==> config.mk <==
export PLATFORM = sky130hd
export DESIGN_NAME = lidar_nearest_obstacle
export DESIGN_NICKNAME = d
export VERILOG_FILES = /design/src/hw/rtl/lno_pkg.sv /design/src/hw/rtl/lidar_nearest_obstacle.sv /design/src/hw/rtl/lno_tracker.sv /design/src/hw/rtl/lno_trig.sv /design/src/hw/rtl/lno_coord.sv
export SDC_FILE = /design/constraint.sdc
export NUM_CORES = 2
export LEC_CHECK = 0
export BUFFER_PORTS_ARGS = -buffer_cell sky130_fd_sc_hd__buf_2
export CAP_MARGIN = 0
export CORE_UTILIZATION = 50
export CTS_BUF_LIST = sky130_fd_sc_hd__clkbuf_8
export DETAILED_ROUTE_END_ITERATION = 12
export GPL_TIMING_DRIVEN = 0
export MAX_ROUTING_LAYER = met4
export PLACE_DENSITY = 0.66
export SYNTH_ARGS = -nofsm -noshare
export SYNTH_HDL_FRONTEND = slang
export SYNTH_SLANG_ARGS = --single-unit
export TNS_END_PERCENT = 5
==> constraint.sdc <==
create_clock -name clock -period 16 [get_ports clock]
set_input_delay 1.6 -clock clock [delete_from_list [all_inputs] [get_ports clock]]
set_output_delay 1.6 -clock clock [all_outputs]
set_load 0.02 [all_outputs]
==> src/hw/rtl/lno_pkg.sv <==
// shared types, constants and trig tables for the nearest-obstacle search
package lno_pkg;

   localparam int MAX_SAMPLES = 1024;
   localparam int ANGLE_STEPS = 720;
   localparam int QUARTER     = ANGLE_STEPS / 4;

   localparam int RANGE_W  = 16;
   localparam int POS_W    = $clog2(MAX_SAMPLES);
   localparam int WEND_W   = POS_W + 1;
   localparam int STEP_W   = $clog2(QUARTER);
   localparam int MAG_W    = 15;
   localparam int COORD_W  = 21;
   localparam int CSR_IDX_W = 3;
   localparam int CSR_DATA_W = 16;
   localparam int REQ_DATA_W = 16;
   localparam int RSP_DATA_W = 56;

   localparam logic [POS_W-1:0] POS_LAST = POS_W'(MAX_SAMPLES - 1);

   localparam logic [RANGE_W-1:0] MIN_VALID_RESET   = 16'd100;
   localparam logic [RANGE_W-1:0] MAX_VALID_RESET   = 16'd30000;
   localparam logic [POS_W-1:0]   WINDOW_FIRST_RESET = '0;
   localparam logic [WEND_W-1:0]  WINDOW_END_RESET  = WEND_W'(720);
   localparam logic [RANGE_W-1:0] DETECT_LIMIT_RESET = 16'd3000;

   localparam logic signed [COORD_W-1:0] NOT_FOUND_MM = -21'sd1000000;

   typedef enum logic [CSR_IDX_W-1:0] {
      CSR_MIN_VALID    = 3'd0,
      CSR_MAX_VALID    = 3'd1,
      CSR_WINDOW_FIRST = 3'd2,
      CSR_WINDOW_END   = 3'd3,
      CSR_DETECT_LIMIT = 3'd4
   } csr_index_type;

   typedef struct packed {
      logic [RANGE_W-1:0] min_valid_mm;
      logic [RANGE_W-1:0] max_valid_mm;
      logic [POS_W-1:0]   window_first;
      logic [WEND_W-1:0]  window_end;
      logic [RANGE_W-1:0] detect_limit_mm;
   } cfg_type;

   typedef struct packed {
      logic               found;
      logic [RANGE_W-1:0] range_mm;
      logic [POS_W-1:0]   pos;
   } scan_result_type;

   typedef struct packed {
      logic               found;
      logic [RANGE_W-1:0] range_mm;
      logic [POS_W-1:0]   pos;
      logic [1:0]         quad;
      logic [STEP_W-1:0]  step;
   } angle_type;

   typedef struct packed {
      logic               found;
      logic [RANGE_W-1:0] range_mm;
      logic [POS_W-1:0]   pos;
      logic [MAG_W-1:0]   sin_mag;
      logic               sin_neg;
      logic [MAG_W-1:0]   cos_mag;
      logic               cos_neg;
   } trig_type;

   typedef logic [QUARTER-1:0][MAG_W-1:0] trig_lut_type;

   typedef logic [12:0][9:0] term_div_type;

   localparam longint unsigned PI_HALF_Q30 = 64'd1686629713;
   localparam longint unsigned ONE_Q30     = 64'd1073741824;

   // taylor term divisors, (2i)(2i+1) for sine and (2i-1)(2i) for cosine, first term lowest
   localparam term_div_type SIN_TERM_DIV = {10'd702, 10'd600, 10'd506, 10'd420, 10'd342,
      10'd272, 10'd210, 10'd156, 10'd110, 10'd72, 10'd42, 10'd20, 10'd6};
   localparam term_div_type COS_TERM_DIV = {10'd650, 10'd552, 10'd462, 10'd380, 10'd306,
      10'd240, 10'd182, 10'd132, 10'd90, 10'd56, 10'd30, 10'd12, 10'd2};

   // first-quadrant sine or cosine magnitudes in q0.15, from a q30 taylor sum
   function automatic trig_lut_type build_trig_lut(input logic want_cos);
      trig_lut_type      lut;
      longint unsigned   x;
      longint unsigned   x2;
      longint unsigned   ts;
      longint unsigned   tc;
      longint unsigned   sq;
      longint unsigned   cq;
      longint            s;
      longint            c;
      int                j;
      int                i;
      lut = '0;
      for (j = 0; j < QUARTER; j++) begin
         x  = (longint'(4 * j) * PI_HALF_Q30 + ANGLE_STEPS / 2) / ANGLE_STEPS;
         x2 = (x * x) >> 30;
         ts = x;
         tc = ONE_Q30;
         s  = longint'(x);
         c  = longint'(ONE_Q30);
         for (i = 1; i <= 13; i++) begin
            ts = ((ts * x2) >> 30) / SIN_TERM_DIV[i - 1];
            tc = ((tc * x2) >> 30) / COS_TERM_DIV[i - 1];
            if ((i % 2) == 1) begin
               s = s - longint'(ts);
               c = c - longint'(tc);
            end else begin
               s = s + longint'(ts);
               c = c + longint'(tc);
            end
         end
         if (s < 0) s = 0;
         if (c < 0) c = 0;
         if (s > longint'(ONE_Q30)) s = longint'(ONE_Q30);
         if (c > longint'(ONE_Q30)) c = longint'(ONE_Q30);
         sq = (longint'(s) + 16384) >> 15;
         cq = (longint'(c) + 16384) >> 15;
         if (sq > 32767) sq = 32767;
         if (cq > 32767) cq = 32767;
         lut[j] = want_cos ? cq[MAG_W-1:0] : sq[MAG_W-1:0];
      end
      return lut;
   endfunction

   localparam trig_lut_type SIN_LUT = build_trig_lut(1'b0);
   localparam trig_lut_type COS_LUT = build_trig_lut(1'b1);

endpackage

==> src/hw/rtl/lidar_nearest_obstacle.sv <==
// top level of the nearest-obstacle search over a lidar scan
//
// req channel: one range sample per request, range in mm in req_tdata, and
// req_tlast on the final sample of the scan. samples are numbered from 0 in
// arrival order; the count holds at its top value on over-long scans.
// rsp channel: one request per scan, issued for the sample marked last,
// carrying the found flag in rsp_tuser and x, y and the angle index in
// rsp_tdata. nothing is issued for other samples.
// csr port: write-only; csr_index picks the register, csr_wdata is taken
// on any cycle with csr_we high. write only while no scan is in flight.
// throughput: one sample per cycle while req_tready is high. the result of
// a last sample passes the input register, minimum tracker, angle split,
// table lookup and the multiply into the result register.
// reset: registers return to their defaults and a new scan starts at 0.
// stalls: a held rsp_tready fills the pipeline; ordinary samples keep
// flowing through the tracker, and req_tready drops only when a last
// sample cannot move on.
module lidar_nearest_obstacle (
   input  logic                                clock,
   input  logic                                reset,
   input  logic                                req_tvalid,
   output logic                                req_tready,
   input  logic [lno_pkg::REQ_DATA_W-1:0]      req_tdata,   // [15:0] range_mm
   input  logic                                req_tlast,
   output logic                                rsp_tvalid,
   input  logic                                rsp_tready,
   // [20:0] obstacle_x_mm, [41:21] obstacle_y_mm, [51:42] angle_index, [55:52] zero
   output logic [lno_pkg::RSP_DATA_W-1:0]      rsp_tdata,
   output logic                                rsp_tuser,   // [0] found
   input  logic                                csr_we,
   input  logic [lno_pkg::CSR_IDX_W-1:0]       csr_index,
   input  logic [lno_pkg::CSR_DATA_W-1:0]      csr_wdata
);

   lno_pkg::cfg_type           cfg_ff, cfg_in;
   logic                       res_valid;
   logic                       res_ready;
   lno_pkg::scan_result_type   res;
   logic                       trig_valid;
   logic                       trig_ready;
   lno_pkg::trig_type          trig;

   always_comb begin
      cfg_in = cfg_ff;
      if (csr_we) begin
         case (csr_index)
            lno_pkg::CSR_MIN_VALID:    cfg_in.min_valid_mm    = csr_wdata;
            lno_pkg::CSR_MAX_VALID:    cfg_in.max_valid_mm    = csr_wdata;
            lno_pkg::CSR_WINDOW_FIRST: cfg_in.window_first    = csr_wdata[lno_pkg::POS_W-1:0];
            lno_pkg::CSR_WINDOW_END:   cfg_in.window_end      = csr_wdata[lno_pkg::WEND_W-1:0];
            lno_pkg::CSR_DETECT_LIMIT: cfg_in.detect_limit_mm = csr_wdata;
            default:                   cfg_in = cfg_ff;
         endcase
      end
   end

   always_ff @(posedge clock) begin
      if (reset) begin
         cfg_ff.min_valid_mm    <= lno_pkg::MIN_VALID_RESET;
         cfg_ff.max_valid_mm    <= lno_pkg::MAX_VALID_RESET;
         cfg_ff.window_first    <= lno_pkg::WINDOW_FIRST_RESET;
         cfg_ff.window_end      <= lno_pkg::WINDOW_END_RESET;
         cfg_ff.detect_limit_mm <= lno_pkg::DETECT_LIMIT_RESET;
      end else begin
         cfg_ff <= cfg_in;
      end
   end

   lno_tracker u_tracker (
      .clock       (clock),
      .reset       (reset),
      .cfg         (cfg_ff),
      .in_valid    (req_tvalid),
      .in_ready    (req_tready),
      .in_range_mm (req_tdata[lno_pkg::RANGE_W-1:0]),
      .in_last     (req_tlast),
      .res_valid   (res_valid),
      .res_ready   (res_ready),
      .res         (res)
   );

   lno_trig u_trig (
      .clock     (clock),
      .reset     (reset),
      .in_valid  (res_valid),
      .in_ready  (res_ready),
      .in_res    (res),
      .out_valid (trig_valid),
      .out_ready (trig_ready),
      .out_trig  (trig)
   );

   lno_coord u_coord (
      .clock      (clock),
      .reset      (reset),
      .in_valid   (trig_valid),
      .in_ready   (trig_ready),
      .in_trig    (trig),
      .rsp_tvalid (rsp_tvalid),
      .rsp_tready (rsp_tready),
      .rsp_tdata  (rsp_tdata),
      .rsp_tuser  (rsp_tuser)
   );

endmodule

==> src/hw/rtl/lno_tracker.sv <==
// input register, sample numbering and running minimum over one scan
module lno_tracker (
   input  logic                            clock,
   input  logic                            reset,
   input  lno_pkg::cfg_type                cfg,
   input  logic                            in_valid,
   output logic                            in_ready,
   input  logic [lno_pkg::RANGE_W-1:0]     in_range_mm,
   input  logic                            in_last,
   output logic                            res_valid,
   input  logic                            res_ready,
   output lno_pkg::scan_result_type        res
);

   logic                          a_vld_ff, a_vld_in;
   logic [lno_pkg::RANGE_W-1:0]   a_range_ff, a_range_in;
   logic                          a_last_ff, a_last_in;
   logic                          b_vld_ff, b_vld_in;
   lno_pkg::scan_result_type      b_ff, b_in;

   logic [lno_pkg::POS_W-1:0]     pos_ff, pos_in;
   logic                          have_ff, have_in;
   logic [lno_pkg::RANGE_W-1:0]   best_range_ff, best_range_in;
   logic [lno_pkg::POS_W-1:0]     best_pos_ff, best_pos_in;

   logic b_ready;
   logic a_take;
   logic cand;

   assign b_ready  = !b_vld_ff || res_ready;
   // a last sample waits here until the result stage has room
   assign a_take   = a_vld_ff && (!a_last_ff || b_ready);
   assign in_ready = !a_vld_ff || a_take;

   assign cand = (pos_ff >= cfg.window_first)
              && ({1'b0, pos_ff} < cfg.window_end)
              && (a_range_ff >= cfg.min_valid_mm)
              && (a_range_ff <= cfg.max_valid_mm)
              && (a_range_ff < cfg.detect_limit_mm)
              && (!have_ff || (a_range_ff < best_range_ff));

   always_comb begin
      a_vld_in   = a_vld_ff;
      a_range_in = a_range_ff;
      a_last_in  = a_last_ff;
      if (in_ready) begin
         a_vld_in = in_valid;
      end
      if (in_valid && in_ready) begin
         a_range_in = in_range_mm;
         a_last_in  = in_last;
      end

      pos_in        = pos_ff;
      have_in       = have_ff;
      best_range_in = best_range_ff;
      best_pos_in   = best_pos_ff;
      b_vld_in      = b_vld_ff && !res_ready;
      b_in          = b_ff;
      if (a_take) begin
         if (cand) begin
            have_in       = 1'b1;
            best_range_in = a_range_ff;
            best_pos_in   = pos_ff;
         end
         if (pos_ff != lno_pkg::POS_LAST) begin
            pos_in = pos_ff + 1'b1;
         end
         if (a_last_ff) begin
            b_vld_in       = 1'b1;
            b_in.found     = have_ff || cand;
            b_in.range_mm  = cand ? a_range_ff : best_range_ff;
            b_in.pos       = cand ? pos_ff : best_pos_ff;
            pos_in         = '0;
            have_in        = 1'b0;
            best_range_in  = cfg.detect_limit_mm;
            best_pos_in    = '0;
         end
      end
   end

   always_ff @(posedge clock) begin
      if (reset) begin
         a_vld_ff      <= 1'b0;
         b_vld_ff      <= 1'b0;
         pos_ff        <= '0;
         have_ff       <= 1'b0;
         best_range_ff <= lno_pkg::DETECT_LIMIT_RESET;
         best_pos_ff   <= '0;
      end else begin
         a_vld_ff      <= a_vld_in;
         b_vld_ff      <= b_vld_in;
         pos_ff        <= pos_in;
         have_ff       <= have_in;
         best_range_ff <= best_range_in;
         best_pos_ff   <= best_pos_in;
      end
      a_range_ff <= a_range_in;
      a_last_ff  <= a_last_in;
      b_ff       <= b_in;
   end

   assign res_valid = b_vld_ff;
   assign res       = b_ff;

   a_scan_restart: assert property (@(posedge clock) disable iff (reset)
      a_take && a_last_ff |=> pos_ff == '0 && !have_ff)
      else $error("scan state not cleared after last sample");

   a_pos_count: assert property (@(posedge clock) disable iff (reset)
      a_take && !a_last_ff |=>
         pos_ff == $past(pos_ff) + 1'b1 || pos_ff == lno_pkg::POS_LAST)
      else $error("sample position did not advance");

   a_last_held: assert property (@(posedge clock) disable iff (reset)
      a_vld_ff && a_last_ff && !b_ready |=> a_vld_ff && a_last_ff)
      else $error("stalled last sample dropped");

endmodule

==> src/hw/rtl/lno_trig.sv <==
// angle split into quadrant and step, then sine and cosine table lookup
module lno_trig (
   input  logic                        clock,
   input  logic                        reset,
   input  logic                        in_valid,
   output logic                        in_ready,
   input  lno_pkg::scan_result_type    in_res,
   output logic                        out_valid,
   input  logic                        out_ready,
   output lno_pkg::trig_type           out_trig
);

   localparam logic [lno_pkg::POS_W-1:0] K_WRAP = lno_pkg::POS_W'(lno_pkg::ANGLE_STEPS);
   localparam logic [lno_pkg::POS_W-1:0] K_Q1 = lno_pkg::POS_W'(lno_pkg::QUARTER);
   localparam logic [lno_pkg::POS_W-1:0] K_Q2 = lno_pkg::POS_W'(2 * lno_pkg::QUARTER);
   localparam logic [lno_pkg::POS_W-1:0] K_Q3 = lno_pkg::POS_W'(3 * lno_pkg::QUARTER);

   logic                   ang_vld_ff, ang_vld_in;
   lno_pkg::angle_type     ang_ff, ang_in;
   logic                   lut_vld_ff, lut_vld_in;
   lno_pkg::trig_type      lut_ff, lut_in;

   logic                          ang_ready;
   logic                          lut_ready;
   logic [lno_pkg::POS_W-1:0]     k;
   logic [lno_pkg::MAG_W-1:0]     sv;
   logic [lno_pkg::MAG_W-1:0]     cv;

   assign lut_ready = !lut_vld_ff || out_ready;
   assign ang_ready = !ang_vld_ff || lut_ready;
   assign in_ready  = ang_ready;

   // positions past one turn wrap back
   assign k = (in_res.pos >= K_WRAP) ? (in_res.pos - K_WRAP) : in_res.pos;

   assign sv = lno_pkg::SIN_LUT[ang_ff.step];
   assign cv = lno_pkg::COS_LUT[ang_ff.step];

   always_comb begin
      ang_vld_in = ang_ready ? in_valid : ang_vld_ff;
      ang_in     = ang_ff;
      if (in_valid && ang_ready) begin
         ang_in.found    = in_res.found;
         ang_in.range_mm = in_res.range_mm;
         ang_in.pos      = in_res.pos;
         if (k >= K_Q3) begin
            ang_in.quad = 2'd3;
            ang_in.step = lno_pkg::STEP_W'(k - K_Q3);
         end else if (k >= K_Q2) begin
            ang_in.quad = 2'd2;
            ang_in.step = lno_pkg::STEP_W'(k - K_Q2);
         end else if (k >= K_Q1) begin
            ang_in.quad = 2'd1;
            ang_in.step = lno_pkg::STEP_W'(k - K_Q1);
         end else begin
            ang_in.quad = 2'd0;
            ang_in.step = lno_pkg::STEP_W'(k);
         end
      end

      lut_vld_in = lut_ready ? ang_vld_ff : lut_vld_ff;
      lut_in     = lut_ff;
      if (ang_vld_ff && lut_ready) begin
         lut_in.found    = ang_ff.found;
         lut_in.range_mm = ang_ff.range_mm;
         lut_in.pos      = ang_ff.pos;
         // cosine runs one quadrant ahead of sine
         case (ang_ff.quad)
            2'd0: begin
               lut_in.sin_mag = sv; lut_in.sin_neg = 1'b0;
               lut_in.cos_mag = cv; lut_in.cos_neg = 1'b0;
            end
            2'd1: begin
               lut_in.sin_mag = cv; lut_in.sin_neg = 1'b0;
               lut_in.cos_mag = sv; lut_in.cos_neg = 1'b1;
            end
            2'd2: begin
               lut_in.sin_mag = sv; lut_in.sin_neg = 1'b1;
               lut_in.cos_mag = cv; lut_in.cos_neg = 1'b1;
            end
            default: begin
               lut_in.sin_mag = cv; lut_in.sin_neg = 1'b1;
               lut_in.cos_mag = sv; lut_in.cos_neg = 1'b0;
            end
         endcase
      end
   end

   always_ff @(posedge clock) begin
      if (reset) begin
         ang_vld_ff <= 1'b0;
         lut_vld_ff <= 1'b0;
      end else begin
         ang_vld_ff <= ang_vld_in;
         lut_vld_ff <= lut_vld_in;
      end
      ang_ff <= ang_in;
      lut_ff <= lut_in;
   end

   assign out_valid = lut_vld_ff;
   assign out_trig  = lut_ff;

   a_step_range: assert property (@(posedge clock) disable iff (reset)
      ang_vld_ff |-> ang_ff.step < lno_pkg::STEP_W'(lno_pkg::QUARTER))
      else $error("angle step outside the quadrant");

endmodule

==> src/hw/rtl/lno_coord.sv <==
// range times sine and cosine with rounding, into the result register
module lno_coord (
   input  logic                                clock,
   input  logic                                reset,
   input  logic                                in_valid,
   output logic                                in_ready,
   input  lno_pkg::trig_type                   in_trig,
   output logic                                rsp_tvalid,
   input  logic                                rsp_tready,
   output logic [lno_pkg::RSP_DATA_W-1:0]      rsp_tdata,
   output logic                                rsp_tuser
);

   localparam int PROD_W = lno_pkg::RANGE_W + lno_pkg::MAG_W;
   localparam int Q_W    = PROD_W + 1 - 15;
   localparam int PAD_W  = lno_pkg::RSP_DATA_W - 2 * lno_pkg::COORD_W - lno_pkg::POS_W;

   logic                                  vld_ff, vld_in;
   logic [lno_pkg::RSP_DATA_W-1:0]        data_ff, data_in;
   logic                                  found_ff, found_in;

   logic [PROD_W-1:0]                     x_prod;
   logic [PROD_W-1:0]                     y_prod;
   logic [PROD_W:0]                       x_sum;
   logic [PROD_W:0]                       y_sum;
   logic [Q_W-1:0]                        x_q;
   logic [Q_W-1:0]                        y_q;
   logic [lno_pkg::COORD_W-1:0]           x_mm;
   logic [lno_pkg::COORD_W-1:0]           y_mm;

   assign in_ready = !vld_ff || rsp_tready;

   // round half away from zero on the magnitude, then apply the sign
   assign x_prod = PROD_W'(in_trig.range_mm) * PROD_W'(in_trig.cos_mag);
   assign y_prod = PROD_W'(in_trig.range_mm) * PROD_W'(in_trig.sin_mag);
   assign x_sum = {1'b0, x_prod} + (PROD_W + 1)'(16384);
   assign y_sum = {1'b0, y_prod} + (PROD_W + 1)'(16384);
   assign x_q   = x_sum[PROD_W:15];
   assign y_q   = y_sum[PROD_W:15];
   assign x_mm  = in_trig.cos_neg ? (lno_pkg::COORD_W'(0) - lno_pkg::COORD_W'(x_q))
                                  : lno_pkg::COORD_W'(x_q);
   assign y_mm  = in_trig.sin_neg ? (lno_pkg::COORD_W'(0) - lno_pkg::COORD_W'(y_q))
                                  : lno_pkg::COORD_W'(y_q);

   always_comb begin
      vld_in   = in_ready ? in_valid : vld_ff;
      data_in  = data_ff;
      found_in = found_ff;
      if (in_valid && in_ready) begin
         found_in = in_trig.found;
         if (in_trig.found) begin
            data_in = {{PAD_W{1'b0}}, in_trig.pos, y_mm, x_mm};
         end else begin
            data_in = {{PAD_W{1'b0}}, {lno_pkg::POS_W{1'b0}},
                       lno_pkg::NOT_FOUND_MM, lno_pkg::NOT_FOUND_MM};
         end
      end
   end

   always_ff @(posedge clock) begin
      if (reset) begin
         vld_ff <= 1'b0;
      end else begin
         vld_ff <= vld_in;
      end
      data_ff  <= data_in;
      found_ff <= found_in;
   end

   assign rsp_tvalid = vld_ff;
   assign rsp_tdata  = data_ff;
   assign rsp_tuser  = found_ff;

endmodule
After elaboration in Yosys (flattened, before gate mapping) --
Memory sizes are Yosys's and may differ from the RTL's. A register that Yosys moved wholly into a read port is not among the register bits. Index checks and enable logic that the tools add are counted.
Cells by class: add/sub/neg operators 9, multipliers 2, divide/modulo/power cells 0, order comparisons 11, equal/unequal tests 7, shift-type cells 0, multiplexer cells 21, bitwise gates (word level) 0, reduce and logical (&&, ||, !) cells 42
Operators with widths (number):
- 32-bit one-hot mux with 3 select lines | 1
- 31-bit by 15-bit adder with 32-bit output, second input constant | 2
- 16-bit by 15-bit multiplier with 31-bit output | 2
- 10-bit 2-to-1 mux | 5
- 21-bit 2-to-1 mux | 2
- 1-bit by 17-bit subtractor with 18-bit output, first input constant | 2
- 16-bit less-than comparator | 2
- 16-bit 2-to-1 mux | 2
- 15-bit 2-to-1 mux | 2
- 8-bit 2-to-1 mux | 3
- 10-bit greater-or-equal comparator, second input constant | 2
- 2-bit AND reduction | 10
- 9-bit 2-to-1 mux | 2
- 16-bit greater-or-equal comparator | 1
- 16-bit <= comparator | 1
- 1-bit logical AND | 11
- 10-bit by 11-bit less-than comparator with 1-bit output | 1
- 10-bit by 1-bit adder with 10-bit output, second input constant | 1
- 10-bit greater-or-equal comparator | 1
- 10-bit by 8-bit greater-or-equal comparator with 1-bit output, second input constant | 1
- 10-bit by 9-bit greater-or-equal comparator with 1-bit output, second input constant | 1
- 10-bit != test, second input constant | 1
- 10-bit subtractor, second input constant | 1
- 8-bit by 9-bit less-than comparator with 1-bit output, second input constant | 1
- other kinds (15) | 34
Word-level totals: register bits after elaboration 308, latch bits 0, memory bits (writable) 0, bits in read-only memories 7680, input port bits 41, logic and storage cells 131, memories kept 2
Memories:
- (no name shown) | depth 256, width 15, read ports 1, clocked after Yosys merged registers in 1, wr ports 0, line lno_trig.sv:37 | assign cv = lno_pkg::COS_LUT[ang_ff.step];
- (no name shown) | depth 256, width 15, read ports 1, clocked after Yosys merged registers in 1, wr ports 0, line lno_trig.sv:36 | assign sv = lno_pkg::SIN_LUT[ang_ff.step];

Longest topological paths before layout --
depth after elaboration 9, mapped depth 29, mapped depth without buffers 28

Modules after synthesis --
Synthesis repeated with hierarchy kept, for this count alone.
Second synthesis, totals: cell total of the unflattened synthesis 4259, area, all modules 37808.8 µm²
By module, submodules not included:
- lno_coord | instances 1, cells each 2201, area each 19252.2 µm², seq. area each 1491.4 µm²
- lno_trig | instances 1, cells each 1259, area each 10507.6 µm², seq. area each 3463.3 µm²
- lno_tracker | instances 1, cells each 535, area each 5241.3 µm², seq. area each 2102.0 µm²
- lidar_nearest_obstacle | instances 1, cells each 264, area each 2807.7 µm², seq. area each 1381.3 µm²

Worst setup path after synthesis --
Ideal clock, no wire load.
path type register -> register, start point reg u_trig.lut_ff (netlist bit u_trig.out_trig[17]), end point reg u_coord.data_ff (netlist bit u_coord.rsp_tdata[41]), data pin, setup time 0.268 ns, arrival time 7.274 ns, data required time 15.732 ns, path slack 8.459 ns, cell stages (with the launch flop) 25, buffers on the path 1, period minus slack after synthesis 7.541 ns, cell sequence edfxtp_1 > clkbuf_1 > nand2_1 > fa_1 > fa_1 > inv_1 > fa_1 > fa_1 > fa_1 > inv_1 > fa_1 > inv_1 > ha_1 > a21o_1 > a21o_1 > a2111oi_0 > or2_2 > nand2_1 > a311oi_1 > a32oi_1 > or4_1 > or2_2 > or3_1 > o21ai_0 > nand2_1
On the way: longest elaborated chain between the ends 4
Ends and longest elaborated chain:
- start: declaration | line lno_trig.sv:21 | lno_pkg::trig_type lut_ff, lut_in;
- start signal: assignment | line lno_trig.sv:98 | lut_ff <= lut_in;
- 16-bit by 15-bit multiplier with 31-bit output | line lno_coord.sv:35 | assign y_prod = PROD_W'(in_trig.range_mm) * PROD_W'(in_trig.sin_mag);
- 31-bit by 15-bit adder with 32-bit output | line lno_coord.sv:37 | assign y_sum = {1'b0, y_prod} + (PROD_W + 1)'(16384);
- 1-bit by 17-bit subtractor with 18-bit output | line lno_coord.sv:42 | assign y_mm = in_trig.sin_neg ? (lno_pkg::COORD_W'(0) - lno_pkg::COORD_W'(y_q))
- 21-bit 2-to-1 mux | line lno_coord.sv:42
- end signal: assignment | line lno_coord.sv:66 | data_ff <= data_in;
- end: declaration | line lno_coord.sv:19 | logic [lno_pkg::RSP_DATA_W-1:0] data_ff, data_in;
No other way between the ends. A chain may end at the register's enable or synchronous reset.

==> Implementation_results.wiki <==
{| class="wikitable"
! Metric !! Value
|-
| Status || finished with violations
|-
| Violations in the final reports || capacitance limit, slew limit
|-
| Logic depth of the worst register-to-register path || 24
|-
| Highest Clock Rate || 102 MHz
|-
| Standby leakage power || between 15 and 20 nW
|-
| Final period util || 61.4%
|-
| Master cell of the clock root buffer || clkbuf_8
|-
| Port Buf Inserts || 94
|-
| Wire length after detailed routing || around 170000 µm
|-
| Area of the mapped netlist || 36700 µm²
|-
| Worst hold endpoint || u_trig.out_trig[57]
|-
| Dpl cells || 5231
|-
| Number of cells in the finished layout apart from fillers || 5352
|-
| Part of the Yosys area used for sequential elements || 23.0%
|-
| Max-slew violation count || 18
|-
| Area of all placed cells without fillers || 39800 µm²
|-
| Post-route core utilization || 55.1%
|-
| Capturing element type of the critical path || flop
|-
| Min cycle time layout || 9.83 ns
|-
| Setup TNS after final layout || 0 ns
|-
| Area of the die || 74500 µm²
|-
| RSZ-0062 raised after global routing || false
|-
| Antenna violations before repair || 11
|-
| Fraction of post-synthesis cell area in the top cell type by area || 19.8%
|-
| Commonest cells in the synthesized netlist || 582 x nand2_1, 549 x inv_1, 362 x fa_1
|-
| Core Footprint || 72100 µm²
|-
| Worst-case clock skew || 0.0686 ns
|-
| Kind of critical path || input port to flop
|-
| Register area || between 8000 and 9000 µm²
|-
| Drt drc || 0
|-
| Final Wtd Congestion || 1.12
|-
| Number of global-route vias before repair || 34500
|-
| Clock latency on the worst-skew pair || 0.73 ns
|-
| Vias per Instance || 6.49
|-
| First-pass DRT Iterations || 8
|-
| Tightest slew margin relative to the limit || -7.01%
|-
| Count of different cell masters after synthesis || 105
|-
| Number of filler cells placed in the layout || roughly 6400
|-
| Crit path arrival time || between 10 and 15 ns
|-
| Global route total overflow || 0
|-
| Clock sink count || 328
|-
| TritonCTS clock tree || built
|-
| Wire length of the first global-routing pass || 236000 µm
|-
| Leading post-synthesis cells by cell area || fa_1 20%, edfxtp_1 15%, ha_1 11%
|-
| Iter 0 DRT Violations || about 4300
|-
| Number of buffers added by the clock tree synthesis step || 58
|-
| Number of gates resized after CTS || 0
|-
| Power Density || about 80 nW/µm²
|-
| Number of top-level pins || 100
|-
| Width of the die || ~270 µm
|-
| Average wire per standard cell || 31.0 µm
|-
| Hold_ws || 0.374 ns
|-
| Layout Area Growth over Synthesis || 8.38%
|-
| Worst-case register-to-register setup slack || between 6 and 7 ns
|-
| Critical Path Start Type || input port
|-
| RR Startpoint || u_trig.out_trig[54]
|-
| Primary FF master, synth || edfxtp_1
|-
| Post-Syn Instances || 4178
|-
| Number of nets in the finished design || 5077
|-
| Crit path max fanout || 19
|-
| Floorplan row count || 98
|-
| Overall track demand over capacity in global routing || a little under half
|-
| Placed cell areas || 38500 µm²
|-
| Fraction of registers with async set/reset || 0%
|-
| Level count of the clock H-tree || 2
|-
| Hold path cells || 0
|-
| Ratio of cells with drive above 1 in the final layout || 8.31%
|-
| Setup violations, final || 0
|-
| Total of max-cap violations || 6
|-
| VDD IR max || 0.173 mV
|-
| Setup bufs post-CTS || 0
|-
| HPWL after DPL || 125000 µm
|-
| Hold buffers post-CTS || 0
|-
| Reg2reg end || u_coord.rsp_tdata[41]
|-
| Register bit count reported by yosys || 328
|-
| Min-delay src || u_trig.ang_ff[35]
|-
| Starting density of the core || 50.9%
|-
| Leading cell type by number of instances after synthesis || nand2_1
|-
| Chip height || 273 µm
|-
| Total of warnings raised by yosys || 0
|-
| Slew at the pin with the worst max-slew slack || 1.61 ns
|-
| Cell type contributing the most total cell area after synthesis || fa_1
|-
| Residual antenna-violating net count after detailed routing || 0
|-
| Count of endpoints failing hold in the final timing report || 0
|-
| Number of enable flip-flop cells after synthesis || 187
|-
| Detailed-route via count || 34700
|-
| Worst endpoint required time || 16.56 ns
|-
| Maximum number of pins on one net before global-route repair || 37
|-
| Min-delay worst type || flop to flop
|-
| Area used by multi-input combinational logic || 25000 µm²
|-
| Average cell area after synthesis || between 8 and 9 µm²
|-
| Maximum clock insertion buffer count || 3
|-
| Clock-pin slew on the worst setup and hold paths || 0.06 ns
|}
-- critical path, stage by stage --
cell and delay (ns):
buf_2 0.10, nor2b_1 0.57, and3_1 0.38, nand2b_1 0.13, clkbuf_1 0.45, inv_1 0.11, clkbuf_2 0.39, nand2_1 0.17
nand2_1 0.42, clkinv_1 0.50, clkbuf_1 0.62, clkbuf_1 1.14, ha_1 0.41, clkbuf_1 0.84, clkbuf_1 0.92, o22ai_1 0.24
a211oi_1 0.62, o21ai_1 0.41, o211a_1 0.29
-- registers in the layout, indices dropped and copies added (netlist names) --
register and count:
u_trig.cv 15, u_trig.ang_ff 35, u_tracker.pos_ff 10, u_tracker.best_range_ff 16
u_tracker.best_pos_ff 10, u_trig.out_trig 59, u_tracker.res 27, u_coord.rsp_tdata 48
u_trig.ang_vld_ff 1, u_tracker.a_vld_ff 1, u_tracker.a_range_ff 16, u_coord.rsp_tuser 1
u_tracker.have_ff 1, u_trig.out_valid 1, u_coord.rsp_tvalid 1, u_tracker.a_last_ff 1
cfg_ff 69, u_trig.sv 15, u_tracker.res_valid 1
-- cell families after synthesis --
| kind of cell | Yosys count | synth area share [%] |
|---|---|---|
| buf+inv | 838 | 9.07 |
| compound gates | 896 | 16.7 |
| xor+xnor | 71 | 1.72 |
| simple gates | 1284 | 16.4 |
| flops | 328 | 23.0 |
| fa+ha+maj | 695 | 31.1 |
| other cells | 1 | 0.0102 |
| mux | 65 | 1.94 |
-- metal layers --
metal | wire length, µm | GRT usage, % | vias to the layer above
met5 | 0 | - | -
met4 | 13100 | 29.7 | 0
met3 | 19300 | 13.1 | 696
met2 | 70300 | 66.0 | 2419
met1 | 63100 | 55.2 | 17100
li1 | - | - | 14500
-- where the power goes --
group / internal [mW] / switching, mW
Sequential: 0.931 / 0.0231
Combinational: 0.478 / 0.820
Clock: 0.444 / 0.394
-- worst max path at each step --
stage                                   start               endpoint  cells after the start  slack (ns)
after global routing      u_trig.out_trig[54]  u_coord.rsp_tdata[41]                     24        6.31
after global placement             rsp_tready           u_trig.sv[0]                     19        5.28
after detailed placement           rsp_tready           u_trig.sv[0]                     19        6.05
after CTS                          rsp_tready           u_trig.sv[0]                     19        6.75
final                              rsp_tready           u_trig.sv[1]                     19        6.17
after floorplan           u_trig.out_trig[17]  u_coord.rsp_tdata[41]                     24        8.46
-- layout by cell type, fill, tap and decap left out, types with 19 or more instances in the layout --
master and n:
nand2_1 582, inv_1 568, fa_1 362, ha_1 333, and2_1 236, a21oi_1 229, clkbuf_1 188, edfxtp_1 187
nor2_1 185, buf_2 147, dfxtp_1 141, o21ai_0 121, nand3_1 70, clkbuf_8 68, nor3_1 63, o211ai_1 63
a21o_1 51, a211oi_1 51, mux2_2 47, o21ai_1 38, xor2_1 36, xnor2_1 34, a31oi_1 29, a221oi_1 28
nand4_1 22, o21a_1 22, o22ai_1 19
-- metrics by stage --
stage	setup slack, ns	power, mW
finish	6.17	3.09
detailed placement	6.05	2.23
CTS	6.75	3.07
global placement	5.28	2.19
global route	6.31	3.27
floorplan	8.46	1.86
-- final cells by class --
class,instances,share of cell area [%]
flip-flops and latches,328,21.2
diodes,12,0.0755
plain buffers,279,3.09
clock inverters,41,0.790
repair buffers,100,1.43
inverters,559,5.28
well taps,950,2.99
clock buffers,68,2.35
multi-input cells,3015,62.8
Note: power is estimated with default switching activity, not from simulation.
